## config.mk

```make
export PLATFORM = sky130hd
export DESIGN_NAME = float36_add_mul_div
export DESIGN_NICKNAME = d
export VERILOG_FILES = /design/src/sv/f36_pkg.sv /design/src/sv/f36_unpack.sv /design/src/sv/float36_add_mul_div.sv
export SDC_FILE = /design/constraint.sdc
export NUM_CORES = 2
export LEC_CHECK = 0
export BUFFER_PORTS_ARGS = -buffer_cell sky130_fd_sc_hd__buf_2
export CAP_MARGIN = 30
export CORE_ASPECT_RATIO = 2
export CORE_MARGIN = 5
export CORE_UTILIZATION = 48
export CTS_CLUSTER_SIZE = 10
export DETAILED_ROUTE_END_ITERATION = 10
export SYNTH_ARGS = -nofsm -noshare
export SYNTH_HDL_FRONTEND = slang
export SYNTH_HIERARCHICAL = 1
export SYNTH_SLANG_ARGS = --single-unit
```

## constraint.sdc

```tcl
create_clock -name clk -period 25.5 [get_ports clk]
set_input_delay 3.825 -clock clk [delete_from_list [all_inputs] [get_ports clk]]
set_output_delay 3.825 -clock clk [all_outputs]
set_load 0.01 [all_outputs]
```

## src/sv/f36_pkg.sv

```systemverilog
// Shared types and constants for the float36 add/multiply/divide unit.
// No dependencies.
package f36_pkg;

  localparam int EXP_W    = 12;
  localparam int IN_TDW   = 80;
  localparam int OUT_TDW  = 48;

  localparam logic [63:0] W_NORM  = 64'h4000000000000000;
  localparam logic [63:0] W_CARRY = 64'h8000000000000000;
  localparam logic [63:0] W_ROUND = 64'h0000000800000000;
  localparam logic [63:0] W_FRAC  = 64'h7FFFFFFFFFFFFFFE;
  localparam logic [63:0] W_KEEP  = 64'h7FFFFFF800000000;

  localparam logic signed [EXP_W-1:0] EXP_BIAS = 12'sd128;
  localparam logic signed [EXP_W-1:0] EXP_MAX  = 12'sd255;
  localparam logic [5:0] MAX_ALIGN = 6'd63;
  localparam logic [5:0] MUL_STEPS = 6'd27;
  localparam logic [5:0] DIV_STEPS = 6'd29;

  typedef enum logic [1:0] {
    OP_ADD = 2'd0,
    OP_SUB = 2'd1,
    OP_MUL = 2'd2,
    OP_DIV = 2'd3
  } op_t;

  // result tdata bit positions
  localparam int OB_WRITTEN = 36;
  localparam int OB_AOV     = 37;
  localparam int OB_FOV     = 38;
  localparam int OB_FXU     = 39;
  localparam int OB_DCK     = 40;

  typedef struct packed {
    logic                    sign;
    logic signed [EXP_W-1:0] exp;
    logic [63:0]             frac;
  } wnum_t;

endpackage

```

## src/sv/f36_unpack.sv

```systemverilog
// Unpacks a 36-bit float word into sign, exponent and 64-bit working fraction.
// Depends on f36_pkg.
module f36_unpack import f36_pkg::*; (
  input  logic [35:0] word,
  input  logic        signed_frac,
  output wnum_t       num
);

  logic [63:0] raw;

  always_comb begin
    raw      = {1'b0, word[26:0], 36'd0};
    num.sign = word[35];
    num.exp  = $signed({4'd0, word[34:27]});
    num.frac = raw;
    if (word[35]) begin
      num.exp = $signed({4'd0, ~word[34:27]});
      if (raw == 64'd0) begin
        // negative word with empty fraction: one half, exponent up by one
        num.exp  = num.exp + 12'sd1;
        num.frac = signed_frac ? (W_CARRY | W_NORM) : W_NORM;
      end else if (signed_frac) begin
        num.frac = raw | W_CARRY;
      end else begin
        num.frac = (~raw + 64'd1) & W_FRAC;
      end
    end
  end

endmodule

```

## src/sv/float36_add_mul_div.sv

```systemverilog
// Top level of the float36 add/subtract/multiply/divide unit.
// Depends on f36_pkg and f36_unpack.
//
// One operation at a time: in_tready is high only while the unit is idle.
// A 64-bit working fraction is worked step by step under a sequencer.
// Multiply takes 27 shift-add steps and divide 29 restoring steps;
// add/subtract aligns 8 or 1 bits per cycle. Normalize shifts left 8 or
// 1 bits per cycle. The time from the accepting edge to out_tvalid is set,
// for add/subtract, by the exponent difference and how far the sum must be
// normalized; multiply and divide take longer for poorly normalized
// operands; a zero factor, a zero dividend or a divide check goes straight
// to the done state. A result sits in an output register, so the next
// operation is accepted while it waits.
module float36_add_mul_div import f36_pkg::*; (
  input  logic               clk,
  input  logic               rst_n,
  input  logic               in_tvalid,
  output logic               in_tready,
  // opcode[1:0], operand_a[37:2], operand_b[73:38], round_enable[74]
  input  logic [IN_TDW-1:0]  in_tdata,
  output logic               out_tvalid,
  input  logic               out_tready,
  // result_word[35:0], result_written[36], arith_overflow[37],
  // float_overflow[38], float_underflow[39], divide_check[40]
  output logic [OUT_TDW-1:0] out_tdata
);

  typedef enum logic [3:0] {
    S_IDLE, S_ALIGN, S_ADD, S_MUL, S_MULFIX, S_DIV, S_DIVFIX,
    S_NORM, S_ROUND, S_PACK, S_DONE
  } state_t;

  state_t                  state_r, state_nxt;
  logic                    rnd_r, rnd_nxt;
  logic                    a_sign_r, a_sign_nxt, b_sign_r, b_sign_nxt;
  logic signed [EXP_W-1:0] a_exp_r, a_exp_nxt;
  logic [63:0]             a_frac_r, a_frac_nxt, b_frac_r, b_frac_nxt;
  logic [5:0]              cnt_r, cnt_nxt;
  logic [28:0]             mq_r, mq_nxt;
  logic [27:0]             rem_r, rem_nxt;
  logic                    inexact_r, inexact_nxt;
  logic [40:0]             res_r, res_nxt;
  logic                    out_valid_r, out_valid_nxt;
  logic [OUT_TDW-1:0]      out_data_r, out_data_nxt;

  logic [1:0]  in_op;
  logic [35:0] in_x, in_y, y_eff;
  logic        in_rnd, is_add, both_nz;
  wnum_t       ua, ub;
  logic signed [EXP_W-1:0] dexp, dmag;
  logic [26:0] fa, fb;
  logic [63:0] sum, s2;
  logic [28:0] dtry;
  logic [63:0] qf;
  logic [35:0] pv;

  assign in_op  = in_tdata[1:0];
  assign in_x   = in_tdata[37:2];
  assign in_y   = in_tdata[73:38];
  assign in_rnd = in_tdata[74];
  assign is_add = (in_op == OP_ADD) || (in_op == OP_SUB);
  assign y_eff  = (in_op == OP_SUB) ? (~in_y + 36'd1) : in_y;
  assign both_nz = (in_x != 36'd0) && (y_eff != 36'd0);

  f36_unpack u_unp_a (.word(in_x),  .signed_frac(is_add && both_nz), .num(ua));
  f36_unpack u_unp_b (.word(y_eff), .signed_frac(is_add && both_nz), .num(ub));

  assign fa   = ua.frac[62:36];
  assign fb   = ub.frac[62:36];
  assign dexp = ua.exp - ub.exp;
  assign dmag = dexp[EXP_W-1] ? -dexp : dexp;

  assign in_tready  = (state_r == S_IDLE);
  assign out_tvalid = out_valid_r;
  assign out_tdata  = out_data_r;

  always_comb begin
    state_nxt     = state_r;
    rnd_nxt       = rnd_r;
    a_sign_nxt    = a_sign_r;
    b_sign_nxt    = b_sign_r;
    a_exp_nxt     = a_exp_r;
    a_frac_nxt    = a_frac_r;
    b_frac_nxt    = b_frac_r;
    cnt_nxt       = cnt_r;
    mq_nxt        = mq_r;
    rem_nxt       = rem_r;
    inexact_nxt   = inexact_r;
    res_nxt       = res_r;
    out_valid_nxt = out_valid_r;
    out_data_nxt  = out_data_r;
    sum  = a_frac_r + b_frac_r;
    s2   = sum;
    dtry = {1'b0, rem_r} - {2'b0, b_frac_r[26:0]};
    qf   = {1'b0, mq_r, 34'd0};
    pv   = {1'b0, a_exp_r[7:0], a_frac_r[62:36]};

    if (out_valid_r && out_tready) out_valid_nxt = 1'b0;

    unique case (state_r)
      S_IDLE: begin
        if (in_tvalid) begin
          rnd_nxt     = in_rnd;
          inexact_nxt = 1'b0;
          res_nxt     = '0;
          res_nxt[OB_WRITTEN-1+1] = 1'b1;
          a_sign_nxt  = ua.sign;
          a_exp_nxt   = ua.exp;
          a_frac_nxt  = ua.frac;
          b_sign_nxt  = ub.sign;
          b_frac_nxt  = ub.frac;
          unique case (op_t'(in_op))
            OP_ADD, OP_SUB: begin
              if (in_x == 36'd0) begin
                a_sign_nxt = ub.sign;
                a_exp_nxt  = ub.exp;
                a_frac_nxt = ub.frac;
                state_nxt  = S_NORM;
              end else if (y_eff == 36'd0) begin
                state_nxt  = S_NORM;
              end else begin
                if (dexp[EXP_W-1]) begin
                  a_sign_nxt = ub.sign;
                  a_exp_nxt  = ub.exp;
                  a_frac_nxt = ub.frac;
                  b_sign_nxt = ua.sign;
                  b_frac_nxt = ua.frac;
                end
                cnt_nxt   = (dmag > $signed({6'd0, MAX_ALIGN})) ? MAX_ALIGN : dmag[5:0];
                state_nxt = S_ALIGN;
              end
            end
            OP_MUL: begin
              if (fa == 27'd0 || fb == 27'd0) begin
                state_nxt = S_DONE;
              end else begin
                a_sign_nxt = ua.sign ^ ub.sign;
                a_exp_nxt  = ua.exp + ub.exp - EXP_BIAS + 12'sd1;
                a_frac_nxt = '0;
                b_frac_nxt = {37'd0, fb};
                mq_nxt     = {2'd0, fa};
                cnt_nxt    = MUL_STEPS;
                state_nxt  = S_MUL;
              end
            end
            OP_DIV: begin
              if ({1'b0, fa} >= {fb, 1'b0}) begin
                res_nxt[OB_WRITTEN] = 1'b0;
                res_nxt[OB_AOV]     = 1'b1;
                res_nxt[OB_FOV]     = 1'b1;
                res_nxt[OB_DCK]     = 1'b1;
                state_nxt = S_DONE;
              end else if (fa == 27'd0) begin
                state_nxt = S_DONE;
              end else begin
                a_sign_nxt = ua.sign ^ ub.sign;
                a_exp_nxt  = ua.exp - ub.exp + EXP_BIAS + 12'sd1;
                b_frac_nxt = {37'd0, fb};
                rem_nxt    = {1'b0, fa};
                mq_nxt     = '0;
                cnt_nxt    = DIV_STEPS;
                state_nxt  = S_DIV;
              end
            end
            default: state_nxt = S_IDLE;
          endcase
        end
      end
      S_ALIGN: begin
        if (cnt_r == 6'd0) begin
          state_nxt = S_ADD;
        end else if (cnt_r >= 6'd8) begin
          b_frac_nxt = $unsigned($signed(b_frac_r) >>> 8);
          cnt_nxt    = cnt_r - 6'd8;
        end else begin
          b_frac_nxt = $unsigned($signed(b_frac_r) >>> 1);
          cnt_nxt    = cnt_r - 6'd1;
        end
      end
      S_ADD: begin
        if (a_sign_r ^ b_sign_r) begin
          if (sum[63]) begin
            a_frac_nxt = ~sum + 64'd1;
            a_sign_nxt = 1'b1;
          end else begin
            a_frac_nxt = sum;
            a_sign_nxt = 1'b0;
          end
        end else begin
          s2 = a_sign_r ? (~sum + 64'd1) : sum;
          if (s2[63]) begin
            a_frac_nxt = s2 >> 1;
            a_exp_nxt  = a_exp_r + 12'sd1;
          end else begin
            a_frac_nxt = s2;
          end
        end
        state_nxt = S_NORM;
      end
      S_MUL: begin
        if (cnt_r == 6'd0) begin
          state_nxt = S_MULFIX;
        end else begin
          a_frac_nxt = (a_frac_r << 1) + (mq_r[26] ? b_frac_r : 64'd0);
          mq_nxt     = mq_r << 1;
          cnt_nxt    = cnt_r - 6'd1;
        end
      end
      S_MULFIX: begin
        a_frac_nxt = a_frac_r << 8;
        state_nxt  = S_NORM;
      end
      S_DIV: begin
        if (cnt_r == 6'd0) begin
          state_nxt = S_DIVFIX;
        end else begin
          // restoring step: one quotient bit, remainder doubled for the next
          if (!dtry[28]) begin
            mq_nxt  = {mq_r[27:0], 1'b1};
            rem_nxt = {dtry[26:0], 1'b0};
          end else begin
            mq_nxt  = {mq_r[27:0], 1'b0};
            rem_nxt = {rem_r[26:0], 1'b0};
          end
          cnt_nxt = cnt_r - 6'd1;
        end
      end
      S_DIVFIX: begin
        inexact_nxt = a_sign_r && (rem_r != 28'd0);
        if (!qf[62]) begin
          a_frac_nxt = (qf << 1) & W_KEEP;
          a_exp_nxt  = a_exp_r - 12'sd1;
        end else begin
          a_frac_nxt = qf & W_KEEP;
        end
        state_nxt = S_NORM;
      end
      S_NORM: begin
        priority if (a_frac_r[63]) begin
          a_frac_nxt = a_frac_r >> 1;
          a_exp_nxt  = a_exp_r + 12'sd1;
        end else if (a_frac_r == 64'd0) begin
          a_sign_nxt = 1'b0;
          a_exp_nxt  = '0;
          state_nxt  = S_PACK;
        end else if (!a_frac_r[62]) begin
          if (a_frac_r[62:55] == 8'd0) begin
            a_frac_nxt = a_frac_r << 8;
            a_exp_nxt  = a_exp_r - 12'sd8;
          end else begin
            a_frac_nxt = a_frac_r << 1;
            a_exp_nxt  = a_exp_r - 12'sd1;
          end
        end else begin
          state_nxt = rnd_r ? S_ROUND : S_PACK;
        end
      end
      S_ROUND: begin
        s2 = a_frac_r + W_ROUND;
        if (s2[63]) begin
          a_frac_nxt = s2 >> 1;
          a_exp_nxt  = a_exp_r + 12'sd1;
        end else begin
          a_frac_nxt = s2;
        end
        state_nxt = S_PACK;
      end
      S_PACK: begin
        if (a_exp_r < 12'sd0) begin
          res_nxt[OB_AOV] = 1'b1;
          res_nxt[OB_FOV] = 1'b1;
          res_nxt[OB_FXU] = 1'b1;
        end else if (a_exp_r > EXP_MAX) begin
          res_nxt[OB_AOV] = 1'b1;
          res_nxt[OB_FOV] = 1'b1;
        end
        if (a_sign_r) pv = inexact_r ? ~pv : (~pv + 36'd1);
        res_nxt[35:0] = pv;
        state_nxt = S_DONE;
      end
      S_DONE: begin
        if (!out_valid_r || out_tready) begin
          out_valid_nxt = 1'b1;
          out_data_nxt  = {{(OUT_TDW-41){1'b0}}, res_r};
          state_nxt     = S_IDLE;
        end
      end
      default: state_nxt = S_IDLE;
    endcase
  end

  always_ff @(posedge clk) begin
    if (!rst_n) begin
      state_r     <= S_IDLE;
      out_valid_r <= 1'b0;
    end else begin
      state_r     <= state_nxt;
      out_valid_r <= out_valid_nxt;
    end
    rnd_r      <= rnd_nxt;
    a_sign_r   <= a_sign_nxt;
    b_sign_r   <= b_sign_nxt;
    a_exp_r    <= a_exp_nxt;
    a_frac_r   <= a_frac_nxt;
    b_frac_r   <= b_frac_nxt;
    cnt_r      <= cnt_nxt;
    mq_r       <= mq_nxt;
    rem_r      <= rem_nxt;
    inexact_r  <= inexact_nxt;
    res_r      <= res_nxt;
    out_data_r <= out_data_nxt;
  end

endmodule

```

==> results.sh <==
export IMPL_status="finished with violations"
export IMPL_violations="DRC"
export IMPL_synth_flop_cell="edfxtp_1"
export IMPL_r2r_cells=19
export IMPL_grt_pass1_vias=40650
export IMPL_hp_class="reg2reg"
export IMPL_finish_net_count=5506
export IMPL_seq_area_sq_um=8718
export IMPL_path_clk_slew_ns=0.06
export IMPL_worstPathArrival_ns=13.66
export IMPL_place_congestion=1.001
export IMPL_vias_per_cell=6.725
export IMPL_worstSetupStartpointType="input port"
export IMPL_num_fill_cells=8336
export IMPL_drive_gt1_frac=0.09977
export IMPL_clk_path_buf_depth=3
export IMPL_r2r_start="b_frac_r[14]$_DFFE_PP_"
export IMPL_grt_max_degree=103
export IMPL_setup_viol=0
export IMPL_ctsHoldBuffers=0
export IMPL_r2r_end="a_exp_r[1]$_DFFE_PP_"
export IMPL_critical_path_slowest_cell="buf_4"
export IMPL_yosys_register_bits=292
export IMPL_grt_total_usage=0.3684
export IMPL_die_y_um=417.1
export IMPL_yosysWarnings=6
export IMPL_tns_ns=0
export IMPL_crit_fanout=59
export IMPL_io_pins=134
export IMPL_cp_end_kind="flop"
export IMPL_rsz0062_at_grt="false"
export IMPL_hold_depth=0
export IMPL_hpwl_um=131800
export IMPL_coreArea_sq_um=82400
export IMPL_cp_slowest_stage_delay_ns=0.71
export IMPL_synth_edf_count=287
export IMPL_hold_end="out_tdata[29]$_DFFE_PP_"
export IMPL_cts_root_buf="clkbuf_16"
export IMPL_via_count=42140
export IMPL_max_cap_violations=0
export IMPL_hold_viol_final=0
export IMPL_clk_latency_ns=0.59
export IMPL_crit_type="in2reg"
export IMPL_io_buffer_count=121
export IMPL_area_delta_synth_final_pct=6.589
export IMPL_start_util=0.4828
export IMPL_cts_setup_buffers=0
export IMPL_rrSetupSlack_ns=17.31
export IMPL_max_slew_margin=0.2385
export IMPL_overflow=0
export IMPL_routedWlPerCell_um=27.22
export IMPL_drtPass1Iterations=11
export IMPL_min_delay_start="res_r[29]$_DFFE_PP_"
export IMPL_cts_buffers=36
export IMPL_netlist_instances=5221
export IMPL_multi_input_area_sq_um=28950
export IMPL_async_reset_ff_frac=0
export IMPL_tightest_slew_ns=1.134
export IMPL_wirelength_um=170600
export IMPL_fp_dieW_um=213.6
export IMPL_final_antenna_net_count=0
export IMPL_cts_tree="built"
export IMPL_grt_pass1_wl_um=253200
export IMPL_synth_cell_types=114
export IMPL_synth_area_sq_um=39780
export IMPL_fin_crit_sh=0.5198
export IMPL_clock_skew_ns=0.02806
export IMPL_antenna_found_initial=10
export IMPL_fmax_mhz=75.44
export IMPL_postSynthAreaPerCell_sq_um=7.619
export IMPL_drt_iter0_drc=4148
export IMPL_drc=1
export IMPL_placementRows=149
export IMPL_fin_util=0.5146
export IMPL_post_route_min_period_ns=13.26
export IMPL_seq_area_frac_synth=0.2192
export IMPL_timing_final_max_slew_violations=0
export IMPL_cp_data_required_time_ns=25.91
export IMPL_cts_resized_gates=0
export IMPL_clock_sinks=292
export IMPL_die_area_sq_um=89080
export IMPL_htree_levels=2
-- worst max-delay path: cells and delay by family --
kind	cells	cell delay, ns
fa+ha+maj	2	0.50
xor+xnor	2	0.44
buf+inv	5	1.39
compound gates	11	2.85
simple gates	11	4.55
-- kinds of logic after synthesis --
kind of cell / after synthesis / share of synthesized area
AO/OA/AOI/OAI: 1758 / 0.2908
XOR/XNOR: 390 / 0.08605
adder cells (fa/ha/maj): 236 / 0.07517
buffers and inverters: 594 / 0.06564
flip-flops: 292 / 0.2192
multiplexers: 186 / 0.04992
other: 3 / 0.0002831
AND/OR/NAND/NOR: 1762 / 0.2129
-- state kept, by name (all words and copies together), names as in the netlist --
signal and count:
b_sign_r 1, b_frac_r 64, res_r 40, rem_r 28
a_exp_r 12, out_tvalid 1, mq_r 29, inexact_r 1
rnd_r 1, a_sign_r 1, out_tdata 40, cnt_r 6
state_r 4, a_frac_r 64
-- how the worst max path moves through the flow --
stage	start	to	slack, ns
floorplan	in_tdata[39]	mq_r[0]$_DFFE_PP_	12.51
global placement	in_tdata[38]	b_frac_r[36]$_DFFE_PP_	11.80
detailed placement	in_tdata[38]	b_frac_r[38]$_DFFE_PP_	11.80
CTS	in_tdata[38]	b_frac_r[38]$_DFFE_PP_	12.37
global route	in_tdata[38]	b_frac_r[38]$_DFFE_PP_	11.70
finish	in_tdata[38]	b_frac_r[38]$_DFFE_PP_	12.24
-- cell type report --
class | count | area share
Tap cell | 1057 | 0.03119
Timing Repair Buffer | 261 | 0.03987
Sequential cell | 292 | 0.2056
Multi-Input combinational cell | 4417 | 0.6828
Clock inverter | 4 | 0.0006787
Inverter | 178 | 0.01576
Antenna cell | 7 | 0.0004131
Clock buffer | 50 | 0.02372
-- synthesized netlist by cell type (all sizes together), types with 27 or more instances --
cell type	count	area, sq um
edfxtp	287	8618
mux2i	87	870.8
nand2	585	2198
o21a	41	307.8
a211oi	49	387.9
o31ai	38	285.3
or3	39	249.0
o221ai	29	254.0
a221o	36	360.4
and2	92	578.1
inv	176	660.6
mux2	99	1115
a31oi	112	700.7
nor4	79	553.0
or2	33	206.5
nor2	430	1614
o21bai	27	206.5
nand4	55	356.6
clkbuf	284	1069
nor3	125	646.9
o211ai	55	412.9
a21oi	459	2320
o22ai	35	219.0
nand3	111	555.5
xor2	151	1330
and3	54	337.8
a21o	102	765.7
nand2b	62	387.9
a221oi	130	1139
o21ai	407	2041
ha	231	2890
buf	132	874.6
a22oi	38	285.3
xnor2	239	2093
-- cell usage in the layout (no fill, tap or decap), types with 54 or more instances in the layout --
| cell type | netlist | final |
|---|---|---|
| a21o_1 | 102 | 102 |
| a21oi_1 | 455 | 452 |
| a221oi_1 | 130 | 130 |
| a31oi_1 | 112 | 110 |
| and2_1 | 91 | 90 |
| and3_1 | 54 | 54 |
| buf_2 | 27 | 121 |
| buf_4 | 88 | 136 |
| conb_1 | 3 | 85 |
| edfxtp_1 | 287 | 287 |
| ha_1 | 231 | 231 |
| inv_1 | 176 | 175 |
| mux2_2 | 98 | 98 |
| mux2i_1 | 87 | 87 |
| nand2_1 | 584 | 582 |
| nand2b_1 | 62 | 62 |
| nand3_1 | 111 | 110 |
| nor2_1 | 430 | 422 |
| nor3_1 | 122 | 116 |
| nor4_1 | 71 | 71 |
| o211ai_1 | 55 | 55 |
| o21ai_0 | 363 | 363 |
| xnor2_1 | 239 | 237 |
| xor2_1 | 150 | 149 |
-- per-stage QoR --
step	hold WS (ns)	cell area, sq um	cells	worst slack (ns)
final	0.4070	42400	6266	12.24
after global routing	0.4175	42390	6261	11.70
after CTS	0.4060	42380	6258	12.37
after detailed placement	0.4045	41340	6204	11.80
after global placement	0.4010	41260	6197	11.80
after floorplan	0.4003	40090	5303	12.51
-- per-layer routing --
metal  wire (um)  vias to the layer above  GRT usage
li1            -                    19349          -
met1       60930                    20164     0.4188
met3       12050                      636    0.05248
met4       15240                        2     0.2588
met2       82330                     1989     0.6263
met5          13                        -          0
Power is left out: the tool's default activity adds up to more than one toggle a clock period on the data nets, which glitch-free logic cannot reach.
